File: src/sv/sdst_pkg.sv
package sdst_pkg;

  // Window length bound and the top position index the counter can reach
  localparam int MAX_POSITIONS = 16384;
  localparam int PROB_W        = 16;
  localparam int POS_W         = 14;
  localparam int REL_W         = 15;
  localparam int NUM_TRACK     = 4;

  localparam logic [PROB_W-1:0] PROB_ONE = 16'h8000;
  localparam logic [POS_W-1:0]  POS_TOP  = ((MAX_POSITIONS - 1) > 16383) ?
                                           {POS_W{1'b1}} : POS_W'(MAX_POSITIONS - 1);
  localparam logic [POS_W-1:0]  OFFSET_RESET = 14'd50;

  // Tracker slots
  localparam int TRK_AG = 0;  // acceptor gain
  localparam int TRK_AL = 1;  // acceptor loss
  localparam int TRK_DG = 2;  // donor gain
  localparam int TRK_DL = 3;  // donor loss

  typedef logic [PROB_W-1:0] prob_t;
  typedef logic [POS_W-1:0]  pos_t;
  typedef logic [REL_W-1:0]  rel_t;

  // Registered input word, probabilities already clamped to one
  typedef struct packed {
    prob_t ref_acceptor;
    prob_t ref_donor;
    prob_t alt_acceptor;
    prob_t alt_donor;
    logic  last_position;
  } item_t;

  // One result word
  typedef struct packed {
    prob_t delta_dl;
    prob_t delta_dg;
    prob_t delta_al;
    prob_t delta_ag;
    rel_t  pos_dl;
    rel_t  pos_dg;
    rel_t  pos_al;
    rel_t  pos_ag;
  } result_t;

  // Clamp a probability to one
  function automatic prob_t sat_prob(input prob_t v);
    sat_prob = (v > PROB_ONE) ? PROB_ONE : v;
  endfunction

endpackage

File: src/sv/splice_delta_score_tracker.sv
// Splice delta score tracker.
// in_*  : one word per sequence position with the four probabilities (Q1.15,
//         values above one are clamped); in_tlast marks the final position.
// out_* : one word per window, sent after the last position: the four
//         maxima (acceptor gain/loss, donor gain/loss) and their positions
//         minus the center offset, as 15-bit two's complement.
// cfg_* : cfg_wr_en writes the 14-bit center offset (reset value 50); write
//         it only while no window is in flight.
// A last word passes the input register, then the compare/update writes its
//   result into the result register, or the skid word if that stays full.
// Throughput: one word per cycle while in_tready is high, set by the
//   compare/update of the four maxima.
// The result side has a result register plus one skid word, so input words
//   keep flowing while a result waits; in_tready drops while the skid word is
//   held, or while a last word in the input register meets a full result
//   register and out_tready is low.
// Reset clears the maxima, the position counter and both result slots, and
//   restores the offset.
module splice_delta_score_tracker (
  input  logic          clk,
  input  logic          rst_n,
  // ref_acceptor[15:0], ref_donor[31:16], alt_acceptor[47:32], alt_donor[63:48]
  input  logic [63:0]   in_tdata,
  input  logic          in_tlast,
  input  logic          in_tvalid,
  output logic          in_tready,
  // acceptor_gain[15:0], acceptor_loss[31:16], donor_gain[47:32],
  // donor_loss[63:48], acceptor_gain_pos[78:64], acceptor_loss_pos[93:79],
  // donor_gain_pos[108:94], donor_loss_pos[123:109], zero[127:124]
  output logic [127:0]  out_tdata,
  output logic          out_tvalid,
  input  logic          out_tready,
  input  logic          cfg_wr_en,
  input  sdst_pkg::pos_t cfg_wr_data
);
  import sdst_pkg::*;

  pos_t    offset_r;
  item_t   stage_r;
  item_t   stage_nxt;
  logic    stage_vld_r;
  logic    in_acc;
  logic    res_push;
  result_t res;
  result_t out_r;
  result_t out_nxt;
  result_t skid_r;
  result_t skid_nxt;
  logic    out_vld_r;
  logic    out_vld_nxt;
  logic    skid_vld_r;
  logic    skid_vld_nxt;
  logic    out_pop;

  // Offset register
  always_ff @(posedge clk) begin
    if (!rst_n) begin
      offset_r <= OFFSET_RESET;
    end else if (cfg_wr_en) begin
      offset_r <= cfg_wr_data;
    end
  end

  // Hold off input while every result slot is spoken for
  assign in_tready = ~skid_vld_r &
                     ~(stage_vld_r & stage_r.last_position & out_vld_r & ~out_tready);
  assign in_acc    = in_tvalid & in_tready;

  // Input register, probabilities clamped on the way in
  always_comb begin
    stage_nxt.ref_acceptor  = sat_prob(in_tdata[15:0]);
    stage_nxt.ref_donor     = sat_prob(in_tdata[31:16]);
    stage_nxt.alt_acceptor  = sat_prob(in_tdata[47:32]);
    stage_nxt.alt_donor     = sat_prob(in_tdata[63:48]);
    stage_nxt.last_position = in_tlast;
  end

  always_ff @(posedge clk) begin
    if (!rst_n) begin
      stage_vld_r <= 1'b0;
    end else begin
      stage_vld_r <= in_acc;
    end
  end

  always_ff @(posedge clk) begin
    if (in_acc) begin
      stage_r <= stage_nxt;
    end
  end

  sdst_tracker u_tracker (
    .clk           (clk),
    .rst_n         (rst_n),
    .item_valid    (stage_vld_r),
    .item          (stage_r),
    .center_offset (offset_r),
    .res_push      (res_push),
    .res           (res)
  );

  // Result register plus skid word
  assign out_pop = out_vld_r & out_tready;

  always_comb begin
    out_nxt      = out_r;
    skid_nxt     = skid_r;
    out_vld_nxt  = out_vld_r;
    skid_vld_nxt = skid_vld_r;
    if (out_pop) begin
      out_nxt      = skid_r;
      out_vld_nxt  = skid_vld_r;
      skid_vld_nxt = 1'b0;
    end
    if (res_push) begin
      if (!out_vld_nxt) begin
        out_nxt     = res;
        out_vld_nxt = 1'b1;
      end else begin
        skid_nxt     = res;
        skid_vld_nxt = 1'b1;
      end
    end
  end

  always_ff @(posedge clk) begin
    if (!rst_n) begin
      out_vld_r  <= 1'b0;
      skid_vld_r <= 1'b0;
    end else begin
      out_vld_r  <= out_vld_nxt;
      skid_vld_r <= skid_vld_nxt;
    end
  end

  always_ff @(posedge clk) begin
    out_r  <= out_nxt;
    skid_r <= skid_nxt;
  end

  assign out_tvalid = out_vld_r;
  assign out_tdata  = {4'b0000,
                       out_r.pos_dl, out_r.pos_dg, out_r.pos_al, out_r.pos_ag,
                       out_r.delta_dl, out_r.delta_dg, out_r.delta_al, out_r.delta_ag};

  // Checks
  a_skid_behind_out: assert property (@(posedge clk) disable iff (!rst_n)
    skid_vld_r |-> out_vld_r)
    else $error("skid word held with empty result register");

  a_no_push_when_full: assert property (@(posedge clk) disable iff (!rst_n)
    (res_push & skid_vld_r) |-> out_pop)
    else $error("result pushed with both slots full");

  a_last_not_with_skid: assert property (@(posedge clk) disable iff (!rst_n)
    (stage_vld_r & stage_r.last_position) |-> !skid_vld_r)
    else $error("last word in flight while skid word held");

  a_push_shows: assert property (@(posedge clk) disable iff (!rst_n)
    res_push |=> out_tvalid)
    else $error("result pushed but not presented");

endmodule

File: src/sv/sdst_tracker.sv
module sdst_tracker (
  input  logic              clk,
  input  logic              rst_n,
  input  logic              item_valid,
  input  sdst_pkg::item_t   item,
  input  sdst_pkg::pos_t    center_offset,
  output logic              res_push,
  output sdst_pkg::result_t res
);
  import sdst_pkg::*;

  prob_t              best_delta_r [NUM_TRACK];
  prob_t              best_delta_nxt [NUM_TRACK];
  pos_t               best_pos_r [NUM_TRACK];
  pos_t               best_pos_nxt [NUM_TRACK];
  pos_t               pos_cnt_r;
  pos_t               pos_cnt_nxt;
  logic signed [PROB_W:0] diff [NUM_TRACK];
  prob_t              upd_delta [NUM_TRACK];
  pos_t               upd_pos [NUM_TRACK];

  // Signed differences, gain and loss for each site type
  always_comb begin
    diff[TRK_AG] = $signed({1'b0, item.alt_acceptor}) - $signed({1'b0, item.ref_acceptor});
    diff[TRK_AL] = $signed({1'b0, item.ref_acceptor}) - $signed({1'b0, item.alt_acceptor});
    diff[TRK_DG] = $signed({1'b0, item.alt_donor}) - $signed({1'b0, item.ref_donor});
    diff[TRK_DL] = $signed({1'b0, item.ref_donor}) - $signed({1'b0, item.alt_donor});
  end

  // Running maxima: only a strictly larger difference replaces
  always_comb begin
    for (int k = 0; k < NUM_TRACK; k++) begin
      if (diff[k] > $signed({1'b0, best_delta_r[k]})) begin
        upd_delta[k] = diff[k][PROB_W-1:0];
        upd_pos[k]   = pos_cnt_r;
      end else begin
        upd_delta[k] = best_delta_r[k];
        upd_pos[k]   = best_pos_r[k];
      end
    end
  end

  // Next state: advance on each word, clear after the last word of a window
  always_comb begin
    pos_cnt_nxt = pos_cnt_r;
    for (int k = 0; k < NUM_TRACK; k++) begin
      best_delta_nxt[k] = best_delta_r[k];
      best_pos_nxt[k]   = best_pos_r[k];
    end
    if (item_valid) begin
      if (item.last_position) begin
        pos_cnt_nxt = '0;
        for (int k = 0; k < NUM_TRACK; k++) begin
          best_delta_nxt[k] = '0;
          best_pos_nxt[k]   = '0;
        end
      end else begin
        pos_cnt_nxt = (pos_cnt_r < POS_TOP) ? pos_cnt_r + 1'b1 : pos_cnt_r;
        for (int k = 0; k < NUM_TRACK; k++) begin
          best_delta_nxt[k] = upd_delta[k];
          best_pos_nxt[k]   = upd_pos[k];
        end
      end
    end
  end

  always_ff @(posedge clk) begin
    if (!rst_n) begin
      pos_cnt_r <= '0;
      for (int k = 0; k < NUM_TRACK; k++) begin
        best_delta_r[k] <= '0;
        best_pos_r[k]   <= '0;
      end
    end else begin
      pos_cnt_r <= pos_cnt_nxt;
      for (int k = 0; k < NUM_TRACK; k++) begin
        best_delta_r[k] <= best_delta_nxt[k];
        best_pos_r[k]   <= best_pos_nxt[k];
      end
    end
  end

  // Result word, positions relative to the variant (wraps mod 2^15)
  assign res_push     = item_valid & item.last_position;
  assign res.delta_ag = upd_delta[TRK_AG];
  assign res.delta_al = upd_delta[TRK_AL];
  assign res.delta_dg = upd_delta[TRK_DG];
  assign res.delta_dl = upd_delta[TRK_DL];
  assign res.pos_ag   = {1'b0, upd_pos[TRK_AG]} - {1'b0, center_offset};
  assign res.pos_al   = {1'b0, upd_pos[TRK_AL]} - {1'b0, center_offset};
  assign res.pos_dg   = {1'b0, upd_pos[TRK_DG]} - {1'b0, center_offset};
  assign res.pos_dl   = {1'b0, upd_pos[TRK_DL]} - {1'b0, center_offset};

endmodule
File: config.mk
export PLATFORM = sky130hd
export DESIGN_NAME = splice_delta_score_tracker
export DESIGN_NICKNAME = d
export VERILOG_FILES = /design/src/sv/sdst_pkg.sv /design/src/sv/splice_delta_score_tracker.sv /design/src/sv/sdst_tracker.sv
export SDC_FILE = /design/constraint.sdc
export NUM_CORES = 1
export LEC_CHECK = 0
export BUFFER_PORTS_ARGS = -buffer_cell sky130_fd_sc_hd__clkbuf_2
export CORE_ASPECT_RATIO = 0.6
export CORE_MARGIN = 5
export CORE_UTILIZATION = 40
export CTS_BUF_LIST = sky130_fd_sc_hd__clkbuf_4 sky130_fd_sc_hd__clkbuf_8
export CTS_CLUSTER_DIAMETER = 120
export DETAILED_ROUTE_END_ITERATION = 6
export GPL_TIMING_DRIVEN = 0
export PLACE_DENSITY = 0.54
export SLEW_MARGIN = 5
export SYNTH_ARGS = -nofsm -noshare
export SYNTH_HDL_FRONTEND = slang
export SYNTH_SLANG_ARGS = --single-unit
File: constraint.sdc
create_clock -name clk -period 17.6 [get_ports clk]
set_input_delay 0 -clock clk [delete_from_list [all_inputs] [get_ports clk]]
set_output_delay 0 -clock clk [all_outputs]
set_load 0.05 [all_outputs]
# After elaboration in Yosys (flattened, before gate mapping)
# Memory sizes are Yosys's and may differ from the RTL's.
# Index checks and enable logic that the tools add are counted.
word_totals:
  register_bits: 344
  ramBits: 120
  n_memories: 2
  output_inout_bits: 130
  in_bits: 84
  word_cells: 98
memory_table:
  columns: ["name", "depth", "word_bits", "read_ports", "rd_ports_with_merged_regs", "wr", "line", "source"]
  rows:
  - ["u_tracker.best_delta_r", 4, 16, 4, 0, 4, "sdst_tracker.sv:12", "prob_t best_delta_r [NUM_TRACK];"]
  - ["u_tracker.best_pos_r", 4, 14, 4, 0, 4, "sdst_tracker.sv:14", "pos_t best_pos_r [NUM_TRACK];"]
op_classes:
  n_reduce_logical: 3
  n_lt_le_gt_ge: 9
  add_sub_neg: 9
  bitwise: 17
  muxes: 32
op_table:
  columns: ["op", "n"]
  rows:
  - ["$mux 124", 3]
  - ["$mux 14", 10]
  - ["$mux 16", 8]
  - ["$mux 64", 2]
  - ["$mux 56", 2]
  - ["$gt 17x17->1", 4]
  - ["$sub 16x16->17", 4]
  - ["$gt 16x16->1 const B", 4]
  - ["$sub 14x14->15", 4]
  - ["$add 14x1->14 const B", 1]
  - ["$lt 14x14->1 const B", 1]
  - ["$or 1x1->1", 8]
  - ["$mux 1", 7]
  - ["$and 1x1->1", 6]
  - ["$reduce_and 2->1", 2]
  - ["$not 1->1", 3]
  - ["$reduce_bool 2->1", 1]

# Logic depth before layout (Yosys ltp)
logic_depth:
  ltp_word: 6
  depth_mapped: 30
  ltp_nobuf: 28

# Cells and area by module
# Synthesis repeated with hierarchy kept, for this count alone.
unflattened:
  hier_cells: 2377
  area_unflattened_um2: 25806.0
by_module_without_submodules:
  columns: ["module", "seq_area_each_um2", "cells_each", "area_per_inst_um2", "instances"]
  rows:
  - ["sdst_tracker", 2682.6, 1654, 13560.5, 1]
  - ["splice_delta_score_tracker", 8498.2, 723, 12245.5, 1]

# Least setup slack after synthesis
# Ideal clock, no wire load.
synth_path:
  path_type: "register to register"
  from: "register out_vld_r (netlist: out_tvalid)"
  to: "register skid_r[0] (netlist bit) (enable)"
  path_buffers: 1
  t_arrival_ns: 6.244
  period_less_slack_ns: 6.854
  setup_time_ns: 0.611
  required_ns: 16.989
  path_stages_with_launch: 4
  slack_ns: 10.746
  path_cell_list: "dfxtp_1 clkbuf_1 o21ai_0 nor2_1"
synth_between:
  elab_chain_cells: 3
synth_lines:
  columns: ["item", "line", "source"]
  rows:
  - ["from (decl)", "splice_delta_score_tracker.sv:49", "logic out_vld_r;"]
  - ["from (signal assigned)", "splice_delta_score_tracker.sv:131", "out_vld_r <= out_vld_nxt;"]
  - ["$and 1x1->1", "splice_delta_score_tracker.sv:103", "assign out_pop = out_vld_r & out_tready;"]
  - ["$mux 1 (*)", "splice_delta_score_tracker.sv:110", "if (out_pop) begin"]
  - ["$reduce_and 2->1 (no line) (*)", null, null]
  - ["to (signal assigned)", "splice_delta_score_tracker.sv:138", "skid_r <= skid_nxt;"]
  - ["to (decl)", "splice_delta_score_tracker.sv:47", "result_t skid_r;"]
# Every way passes the cells marked *; elsewhere a longest branch is shown, timed or not.
# A chain may end at the register's enable or synchronous reset.

==> run_results.csv <==
group,metric,value,unit
floorplan,start_util,0.406,
clock_tree,cts_tree,"yes",
clock_tree,clock-root-buffer,"clkbuf_8",
logic_synthesis,ys_seq_area_frac,0.436,
sta,relSlewSlack,0.164,
grt,grt_overflow,0,
routing,drt-initial-drc-count,1820,
sta,setup_viol,0,
cells_and_area,syn2layout_area_growth,18.7,%
setup_path,cp_max_fo,10,
clock_tree,cts-resized-gates,0,
cells_and_area,multiInputGateArea,13100,um^2
clock_tree,clk_latency,0.70,ns
placement,port-buffer-count,203,
pwr,power_density,110,nW/um^2
clock_tree,cts_buffers,76,
floorplan,core.rowCount,71,
cells_and_area,final_util,0.482,
logic_synthesis,yosys-top-cells-area,"edfxtp_1 (22%), dfxtp_1 (21%), ha_1 (9.0%), mux2_2 (4.5%), nand2_1 (3.1%)",
routing,via_per_inst,5.49,
setup_path,cp-start-kind,"flop",
logic_synthesis,synth_seq_cells,464,
grt,grt_pass1_vias,20700,
sta,period_needed,7.94,ns
setup_path,critPathMaxStageDelay,0.67,ns
logic_synthesis,yosysMostFrequentCell,"dfxtp_1",
pwr,ir_worst_vdd,0.0650,mV
clock_tree,htree_num_levels,3,
clock_tree,clk_pin_slew,0.07,ns
floorplan,die_w,337,um
cells_and_area,n_fill_cell,5996,
sta,rsz0062_at_grt,"false",
logic_synthesis,synth_edf_count,189,
sta,finalCritPeriodShare,0.451,
floorplan,num_io_pins,214,
routing,drt_wl_total,85.8,mm
routing,drc,0,
clock_tree,cts_num_sinks,464,
sta,tightest_slew,1.25,ns
floorplan,die_h,206,um
sta,slew_violations,0,
setup_path,path_class,"flop to flop",
min_path,min_path_type,"input port to flop",
logic_synthesis,async_flop_share,0,
sta,clock_skew,0.0309,ns
clock_tree,clock_path_buffers,3,
setup_path,arrival,8.46,ns
logic_synthesis,syn_area,25600,um^2
grt,grt_max_degree,65,
grt,grt_pass1_wl,128,mm
flow_run,maxCapViolCount,0,
logic_synthesis,synthFlopType,"dfxtp_1",
logic_synthesis,syn_area_per_cell,9.92,um^2
logic_synthesis,synth.distinct_cells,86,
placement,place.gp.congestion,0.938,
cells_and_area,drive_gt1_frac,0.180,
logic_synthesis,synth_top_area_frac,0.221,
routing,wl_per_cell,22.2,um
placement,dpl.hpwl,65.9,mm
clock_tree,cts_setup_buffers,0,
sta,tns,0,ns
floorplan,fp.coreArea,63100,um^2
setup_path,endpoint_kind,"flop",
outcome,status,"completed",
logic_synthesis,netlist_instances,2583,
setup_path,crit_slowest_cell,"o311ai_1",
floorplan,dieArea,69400,um^2
cells_and_area,regArea,11200,um^2
routing,vias,21200,
sta,timing.final.hold_violations,0,
grt,gr-usage-all-layers,0.243,
pwr,leakage,13.0,nW
logic_synthesis,synth_area_leader_cell,"edfxtp_1",
routing,drt_pre_antenna_iters,6,
routing,drtAntennaViolNets,0,
logic_synthesis,ys_warn_count,0,
setup_path,critPathRequiredTime,18.11,ns
grt,antenna_found_initial,5,
sta,fmax,126,MHz
logic_synthesis,synth_common_cells,"dfxtp_1 (275), nand2_1 (209), edfxtp_1 (189)",
cells_and_area,finish.net_count,3241,
area by class of cell:
| class | count | share of cell area |
|---|---|---|
| Sequential cell | 464 | 0.367 |
| Tap cell | 839 | 0.0345 |
| Antenna cell | 1 | 0.0000822 |
| Buffer | 156 | 0.0242 |
| Inverter | 183 | 0.0226 |
| Timing Repair Buffer | 300 | 0.0683 |
| Clock inverter | 25 | 0.00757 |
| Clock buffer | 115 | 0.0465 |
| Multi-Input combinational cell | 1783 | 0.429 |
kinds of logic (layout without fill, tap and decap cells):
family | count (synthesis) | in the layout | synth area share
compound gates | 623 | 623 | 0.168
mux | 184 | 184 | 0.0788
xor+xnor | 101 | 101 | 0.0345
other cells | 1 | 5 | 0.000146
simple gates | 678 | 678 | 0.130
fa+ha+maj | 193 | 193 | 0.0965
buf+inv | 339 | 779 | 0.0555
flops | 464 | 464 | 0.436
path summary, 6_finish.rpt:
| check | startpoint | end | slack [ns] | cells past startpoint |
|---|---|---|---|---|
| worst max-delay path | stage_r[2]$_SDFFCE_PN0P_ | skid_r[44]$_DFFE_PP_ | 9.66 | 26 |
| worst min-delay path | in_tdata[63] | stage_r[16]$_SDFFCE_PN1P_ | 0.06 | 2 |
| worst max register to register | stage_r[2]$_SDFFCE_PN0P_ | skid_r[44]$_DFFE_PP_ | 9.66 | 26 |
| worst min register to register | u_tracker.best_pos_r[1][11]$_SDFFE_PN0P_ | u_tracker.best_pos_r[1][11]$_SDFFE_PN0P_ | 0.47 | 1 |
power breakdown:
part	total (mW)	leakage [nW]	switching [mW]	internal, mW
registers	1.29	4.00	0.0696	1.22
clock network	1.04	0.856	0.465	0.574
logic	1.02	8.18	0.690	0.329
total	3.35	13.0	1.22	2.12
cell usage in the layout (no fill, tap or decap), types with 9 or more instances in the layout:
cell type	count
or3_1	17
ha_1	185
nor2_1	102
clkbuf_4	27
or2_2	11
mux2_2	103
buf_2	37
clkbuf_8	88
and2_1	9
dfxtp_1	275
nor3_1	29
o211ai_1	12
o22ai_1	14
clkinv_1	10
xnor2_1	62
o21a_1	31
and3_1	32
nand2_1	209
clkbuf_2	205
o31ai_1	11
a31oi_1	14
a21o_1	78
inv_1	182
nand2b_1	15
nand4_1	13
o21ai_0	108
nor2b_1	92
buf_4	11
clkbuf_1	91
a21oi_1	152
dlygate4sd3_1	91
a22o_1	84
xor2_1	39
nand3_1	109
nor4_1	17
a211oi_1	26
mux2i_1	65
edfxtp_1	189
per-layer routing:
layer,vias up,track usage,share of wire
met2,707,0.341,0.40
li1,10000,-,-
met1,10400,0.374,0.50
met4,2,0.0485,0.016
met5,-,0,0.00015
met3,100,0.0654,0.082
stage by stage:
stage	cell area (um^2)	setup slack, ns	hold WS [ns]	cells	total power [mW]
final	30400	9.66	0.0619	3866	3.35
after global routing	30400	9.24	0.0343	3865	3.51
after CTS	30400	9.77	0.0168	3865	3.37
after detailed placement	27900	9.85	0.171	3634	2.31
after global placement	27700	7.20	0.177	3628	2.29
after floorplan	25600	10.75	0.0989	2586	2.00
worst max-delay path: cells and delay by family, from the launching register on:
kind,cells,cell delay [ns]
AO/OA/AOI/OAI,13,4.00
AND/OR/NAND/NOR,6,1.25
adder cells (fa/ha/maj),3,0.96
buffers and inverters,3,0.71
flip-flops,1,0.44
multiplexers,1,0.38
flip-flops by register name, indices dropped and copies added (netlist names):
register                count
out_tdata                 124
skid_r                    124
stage_r                    65
u_tracker.best_delta_r     64
u_tracker.best_pos_r       56
offset_r                   14
u_tracker.pos_cnt_r        14
out_tvalid                  1
skid_vld_r                  1
stage_vld_r                 1
timing repair:
action                     in CTS  in global routing
hold buffers                   91                  0
hold endpoints to repair       91                  0
setup endpoints to repair       0                  0
No activity file was read; power rests on OpenSTA's default activity.
